==> config.mk <==
export PLATFORM = sky130hd
export DESIGN_NAME = aacq_sqrt
export DESIGN_NICKNAME = d
export VERILOG_FILES = /design/src/rtl/core/aacq_pkg.sv /design/src/rtl/core/aacq_sqrt.sv
export SDC_FILE = /design/constraint.sdc
export NUM_CORES = 2
export LEC_CHECK = 0
export BUFFER_PORTS_ARGS = -buffer_cell sky130_fd_sc_hd__buf_2
export CAP_MARGIN = 0
export CORE_UTILIZATION = 50
export DETAILED_ROUTE_END_ITERATION = 10
export PLACE_DENSITY = 0.67
export SLEW_MARGIN = 20
export SYNTH_ARGS = -nofsm -noshare
export SYNTH_HDL_FRONTEND = slang
export SYNTH_SLANG_ARGS = --single-unit
==> constraint.sdc <==
create_clock -name clk -period 9 [get_ports clk]
set_input_delay 1.35 -clock clk [delete_from_list [all_inputs] [get_ports clk]]
set_output_delay 1.35 -clock clk [all_outputs]
set_load 0.005 [all_outputs]
==> src/rtl/core/aacq_pkg.sv <==
// Shared constants, types and the power-of-two table of the AAC spectral quantizer.
package aacq_pkg;

	// Default widths of the sample field.
	localparam int SAMPLE_BITS_DEF   = 32;
	localparam int FRACTION_BITS_DEF = 8;

	// Configuration register.
	localparam int          OFFSET_BITS  = 16;
	localparam logic [15:0] OFFSET_RESET = 16'd26568;

	// Result fields.
	localparam int          QUANT_BITS = 14;
	localparam int          QMAG_BITS  = 13;
	localparam logic [12:0] QMAX       = 13'd8191;

	// Normalised magnitude lies in [2^36, 2^40); roots of the two square-root passes.
	localparam int B_BITS     = 40;
	localparam int ROOT1_BITS = B_BITS / 2;
	localparam int PROD_BITS  = B_BITS + ROOT1_BITS;
	localparam int ROOT2_BITS = PROD_BITS / 2;
	localparam int POW_BITS   = 17;
	localparam int P_BITS     = ROOT2_BITS + POW_BITS;

	// Exponent in sixteenths, split into integer shift and fractional table index.
	localparam int E16_BITS = 12;
	localparam int EXP_BITS = E16_BITS - 4;

	// Sideband carried alongside the root calculations.
	typedef struct packed {
		logic                        neg;
		logic                        zero;
		logic signed [EXP_BITS-1:0]  exp_int;
		logic [3:0]                  exp_frac;
	} aacq_exp_t;

	localparam int EXP_T_BITS = $bits(aacq_exp_t);
	localparam int SIDE1_BITS = EXP_T_BITS + B_BITS;

	// 2^(k/16) in unsigned Q16, rounded to nearest.
	function automatic logic [POW_BITS-1:0] pow16(input logic [3:0] k);
		logic [POW_BITS-1:0] val;
		case (k)
			4'd0:    val = 17'd65536;
			4'd1:    val = 17'd68438;
			4'd2:    val = 17'd71468;
			4'd3:    val = 17'd74632;
			4'd4:    val = 17'd77936;
			4'd5:    val = 17'd81386;
			4'd6:    val = 17'd84990;
			4'd7:    val = 17'd88752;
			4'd8:    val = 17'd92682;
			4'd9:    val = 17'd96785;
			4'd10:   val = 17'd101070;
			4'd11:   val = 17'd105545;
			4'd12:   val = 17'd110218;
			4'd13:   val = 17'd115098;
			4'd14:   val = 17'd120194;
			default: val = 17'd125515;
		endcase
		return val;
	endfunction

endpackage

==> src/rtl/core/aacq_sqrt.sv <==
// Pipelined floor square root, one result bit per register stage, with sideband.
module aacq_sqrt #(
	parameter int RAD_BITS  = aacq_pkg::B_BITS,
	parameter int SIDE_BITS = aacq_pkg::SIDE1_BITS
) (
	input  logic                     clk,
	input  logic                     arst_n,
	input  logic                     en,
	input  logic                     in_valid,
	input  logic [RAD_BITS-1:0]      in_rad,
	input  logic [SIDE_BITS-1:0]     in_side,
	output logic                     out_valid,
	output logic [RAD_BITS/2-1:0]    out_root,
	output logic [SIDE_BITS-1:0]     out_side
);

	localparam int ROOT_BITS = RAD_BITS / 2;
	localparam int REM_BITS  = ROOT_BITS + 2;

	// One entry per stage; stage j holds the state after j+1 result bits.
	logic                 vld_s  [ROOT_BITS];
	logic [REM_BITS-1:0]  rem_s  [ROOT_BITS];
	logic [ROOT_BITS-1:0] root_s [ROOT_BITS];
	logic [RAD_BITS-1:0]  rad_s  [ROOT_BITS];
	logic [SIDE_BITS-1:0] side_s [ROOT_BITS];

	for (genvar j = 0; j < ROOT_BITS; j++) begin : g_stage
		logic                 vld_in;
		logic [REM_BITS-1:0]  rem_in;
		logic [ROOT_BITS-1:0] root_in;
		logic [RAD_BITS-1:0]  rad_in;
		logic [SIDE_BITS-1:0] side_in;
		logic [REM_BITS-1:0]  trial;
		logic [REM_BITS-1:0]  test;

		// Select the previous stage, or the input port for the first stage.
		if (j == 0) begin : g_first
			assign vld_in  = in_valid;
			assign rem_in  = '0;
			assign root_in = '0;
			assign rad_in  = in_rad;
			assign side_in = in_side;
		end else begin : g_next
			assign vld_in  = vld_s[j-1];
			assign rem_in  = rem_s[j-1];
			assign root_in = root_s[j-1];
			assign rad_in  = rad_s[j-1];
			assign side_in = side_s[j-1];
		end

		// Bring down the next two radicand bits and try the next root bit.
		assign trial = {rem_in[REM_BITS-3:0], rad_in[RAD_BITS-1 -: 2]};
		assign test  = {root_in, 2'b01};

		always_ff @(posedge clk or negedge arst_n) begin
			if (!arst_n) begin
				vld_s[j] <= 1'b0;
			end else if (en) begin
				vld_s[j] <= vld_in;
			end
		end

		always_ff @(posedge clk) begin
			if (en) begin
				rad_s[j]  <= rad_in << 2;
				side_s[j] <= side_in;
				if (trial >= test) begin
					rem_s[j]  <= trial - test;
					root_s[j] <= {root_in[ROOT_BITS-2:0], 1'b1};
				end else begin
					rem_s[j]  <= trial;
					root_s[j] <= {root_in[ROOT_BITS-2:0], 1'b0};
				end
			end
		end
	end

	assign out_valid = vld_s[ROOT_BITS-1];
	assign out_root  = root_s[ROOT_BITS-1];
	assign out_side  = side_s[ROOT_BITS-1];

endmodule

# Yosys cells after proc, flatten, opt, wreduce, memory -nomap -nowiden
# Memory sizes are Yosys's and may differ from the RTL's.
# Index checks and enable logic that the tools add are counted.
[word_totals]
reg_bits = 20
latchBits = 0
ram_bits = 2680
rom_bits = 0
input_bits = 98
out_inout_bits = 75
word_cells = 266
n_memories = 4
[mem_list]
columns = ["memory", "depth", "width", "rd", "rd_ports_with_merged_regs", "write_ports", "line_no", "rtl"]
rows = [
  ["side_s", 20, 54, 20, 0, 20, "aacq_sqrt.sv:25", "logic [SIDE_BITS-1:0] side_s [ROOT_BITS];"],
  ["rad_s", 20, 38, 19, 0, 20, "aacq_sqrt.sv:24", "logic [RAD_BITS-1:0] rad_s [ROOT_BITS];"],
  ["rem_s", 20, 22, 19, 0, 20, "aacq_sqrt.sv:22", "logic [REM_BITS-1:0] rem_s [ROOT_BITS];"],
  ["root_s", 20, 20, 20, 0, 20, "aacq_sqrt.sv:23", "logic [ROOT_BITS-1:0] root_s [ROOT_BITS];"],
]
[classes]
n_addsub = 20
mul = 0
div = 0
magnitude_cmp = 20
n_eq_ne = 0
shifts = 0
muxes = 162
bitwise = 40
n_reduce_logical = 0
[ops]
columns = ["cell", "count"]
rows = [
  ["$mux W22", 20],
  ["$ge A22 B22 Y1", 19],
  ["$sub A22 B22 Y22", 19],
  ["$mux W20", 20],
  ["$mux W1", 122],
  ["$or A1 B1 Y1", 40],
  ["$sub A2 B1 Y3 const B", 1],
  ["$ge A2 B1 Y1 const B", 1],
]

# Depth between registers and ports, before layout
# An unclocked memory read counts as a cell.
[logic_depth]
ltp_word = 6
depth_mapped = 12

# Worst setup path after synthesis
# OpenSTA, ideal clock, no wires.
[synth_path]
path_type = "input-to-reg"
startpoint = "in en"
endpoint = "mem rem_s[16][0] (netlist bit) (enable)"
setup_ps = 405
t_arrival_ps = 3184
path_slack_ps = 5410
cell_stages = 4
cell_sequence = "clkbuf_1 clkbuf_1 clkbuf_1 clkbuf_1"
[synth_lines]
columns = ["item", "line_no", "rtl"]
rows = [
  ["from (decl)", "aacq_sqrt.sv:8", "input logic en,"],
  ["to (decl)", "aacq_sqrt.sv:22", ""],
]

==> out/metrics.csv <==
metric;value;unit
Die Wd;397;um
First-pass DRT Iterations;7;
Routed WL per cell;16.9;um
die area;0.157;mm^2
placed cell areas;0.0812;mm^2
Crit path arrival time;4.54;ns
share of cells above drive strength 1;12.1;%
via/cell ratio;5.16;
skew final;0.0473;ns
Slew HR;24.6;%
Setup crit start;en;
syn_nets;4891;
total power;22.1;mW
Worst Tran Pin Value;1.13;ns
CP max-delay cell;or4b_2;
CTS tree;built;
RSZ-0062 raised after global routing;false;
worst hold path class;flip-flop to flip-flop;
initial DRC count;2395;
Port Buffers;172;
Skew-Pair Late Insertion Delay;0.83;ns
Root Driver;clkbuf_16;
chip height;397;um
Post-CTS Setup Repair Bufs;0;
Cell Pwr Density;252;mW/mm^2
GP Congestion;0.867;
Initial Util;50.5;%
Yosys reg bits;2047;
final hold violation count;0;
Syn Inst Count;4561;
post-route cell area;0.0877;mm^2
Routed Antenna Nets;0;
Max clock buf depth;3;
Clock transition at path regs;0.06;ns
Final nets;5201;
grt met2 use;25.4;%
# IOs;173;
GRT Total Usage;15.3;%
status;complete, no violations;
Yosys cell types;87;
crit-path max FO;121;
Top cell by count, worst path;buf_12;
Netlist Area Pre-Place;0.0778;mm^2
Yosys top cell by area;edfxtp_1;
R2R Path Start;root_s[4][20];
CP Cell Sequence;buf_12, buf_12, or4b_2, nor4_1, o31a_1, nand2_1, nand4b_1, xnor2_1;
Peak VDD IR;0.000188;V
number of enable flip-flop cells after synthesis;2026;
setup TNS;0;ns
Most Used Layer, Global Route;met2;
Async S/R FF share, synth;0.977;%
Placed Cells;6714;
Crit Path Class;input port to flip-flop;
Synth top area share;78.2;%
leak pwr;31.9;nW
commonest non-fill, non-tap cell in the layout;edfxtp_1;
max cap viols;0;
Synth Flop Type;edfxtp_1;
depth of the CTS H-tree;4;
maximum clock rate;251;MHz
post-layout min period;3.99;ns
synthesis-to-layout area growth;12.7;%
hold path startpoint;side_s[7][2];
first-pass GRT wire length;190000;um
largest stage delay on the critical path;0.64;ns
Synth Area per Inst;17.1;um^2
initial antenna violation count;2;
final worst-path cycle share;44.3;%
WHS;0.391;ns
largest net degree at the start of global routing;210;
Slew Limit Fails;0;
vias in the first global route;35600;
post-route non-filler standard cell count;7081;
Setup crit end kind;flip-flop;
grt ovf;0;
CTS Sinks;2047;
core area;0.154;mm^2
CTS buffer count;197;
Vias;36600;
Routed WL;120000;um
standard-cell rows;144;
Syn. warnings;0;
startpoint types;input port;
most frequent cells in the layout;2026 x edfxtp_1, 291 x inv_1, 232 x ha_1;
Final setup viols;0;
GR Layer Usage met3;3.07;%
GR Util met1;20.2;%
post-synthesis sequential area ratio;78.8;%
worst path required time;9.56;ns
Gates resized, CTS repair;0;
hold buffers post-CTS;0;
Remaining DRCs;0;
Final HPWL DP;77800;um
Area contributors post-synth;edfxtp_1 78%, ha_1 3.7%, xnor2_1 1.7%, inv_1 1.4%, xor2_1 1.3%;
==> through the flow <==
stage | utilization, % | worst slack [ns]
after CTS | 56.8 | 5.03
after detailed placement | 52.7 | 4.14
after global routing | 56.9 | 4.79
final | 56.9 | 5.01
after global placement | 52.7 | 4.20
after floorplan | - | 5.41
==> path summary, 6_finish.rpt <==
check                           slack [ns]                  to  cells past startpoint
worst max-delay path                  5.01         rem_s[5][9]                      8
worst min-delay path                  0.39        side_s[8][2]                      0
worst max register to register        5.13        rem_s[18][2]                     10
worst min register to register        0.39        side_s[8][2]                      0
max in group asynchronous             8.23  g_stage[11].vld_in                      1
min in group asynchronous             0.47   g_stage[1].vld_in                      1
==> critical path, delay by kind of cell <==
kind,cells,cell delay [ns]
compound gates,1,0.30
simple gates,4,1.70
buf+inv,2,0.97
xor+xnor,1,0.08
==> final cells by class <==
type | instances | area [um^2]
Antenna cell | 1 | 2.50
Inverter | 291 | 1090
Clock buffer | 243 | 5190
Clock inverter | 121 | 1220
Tap cell | 2044 | 2560
Fill cell | 11900 | 66500
Multi-Input combinational cell | 2131 | 15100
Timing Repair Buffer | 203 | 1200
Sequential cell | 2047 | 61400
==> registers in the layout (all words and copies together) (netlist names) <==
signal	count
out_valid	1
rem_s	357
root_s	210
rad_s	380
side_s	1080
g_stage.vld_in	19
==> metal layers <==
metal  wire, um  part of all wire (%)
met5         17                 0.014
met2      58500                    49
met3       5020                   4.2
met1      53300                    45
met4       2920                   2.4
==> cell usage after synthesis, drive strengths merged (9+ instances only) <==
master and n:
nand4 32, nand3b 23, a211oi 21, nand2b 28, nor3b 10, inv 291
o21ai 162, a21oi 191, a21o 64, clkbuf 84, mux2 79, nand2 203
o21bai 16, a211o 9, nor2b 39, mux2i 9, or3 25, edfxtp 2026
o21a 58, nor4 37, xor2 119, dfrtp 20, and3 29, nor3 87
a31oi 21, a21boi 11, o211ai 15, nor4b 13, xnor2 152, ha 232
or2 13, o31ai 16, and2 32, nand3 68, nor2 187, or4 13
==> kinds of logic after synthesis <==
group                      Yosys count  share of synthesized area, %
DFF                               2047                          78.8
xor gates and xnor gates           271                          3.05
muxes                               88                          1.26
AOI/OAI and AO/OA                  671                          5.51
adders and majority gates          232                          3.73
buffers and inverters              383                          1.86
and+or+nand+nor                    869                          5.76
==> power breakdown <==
group          total, mW  switching [mW]  internal [mW]  leakage (nW)
clock network       8.00            3.41           4.58          3.12
registers           11.9           0.418           11.5          19.9
logic               2.22            1.26          0.957          8.83
Note: power is estimated with default switching activity, not from simulation.
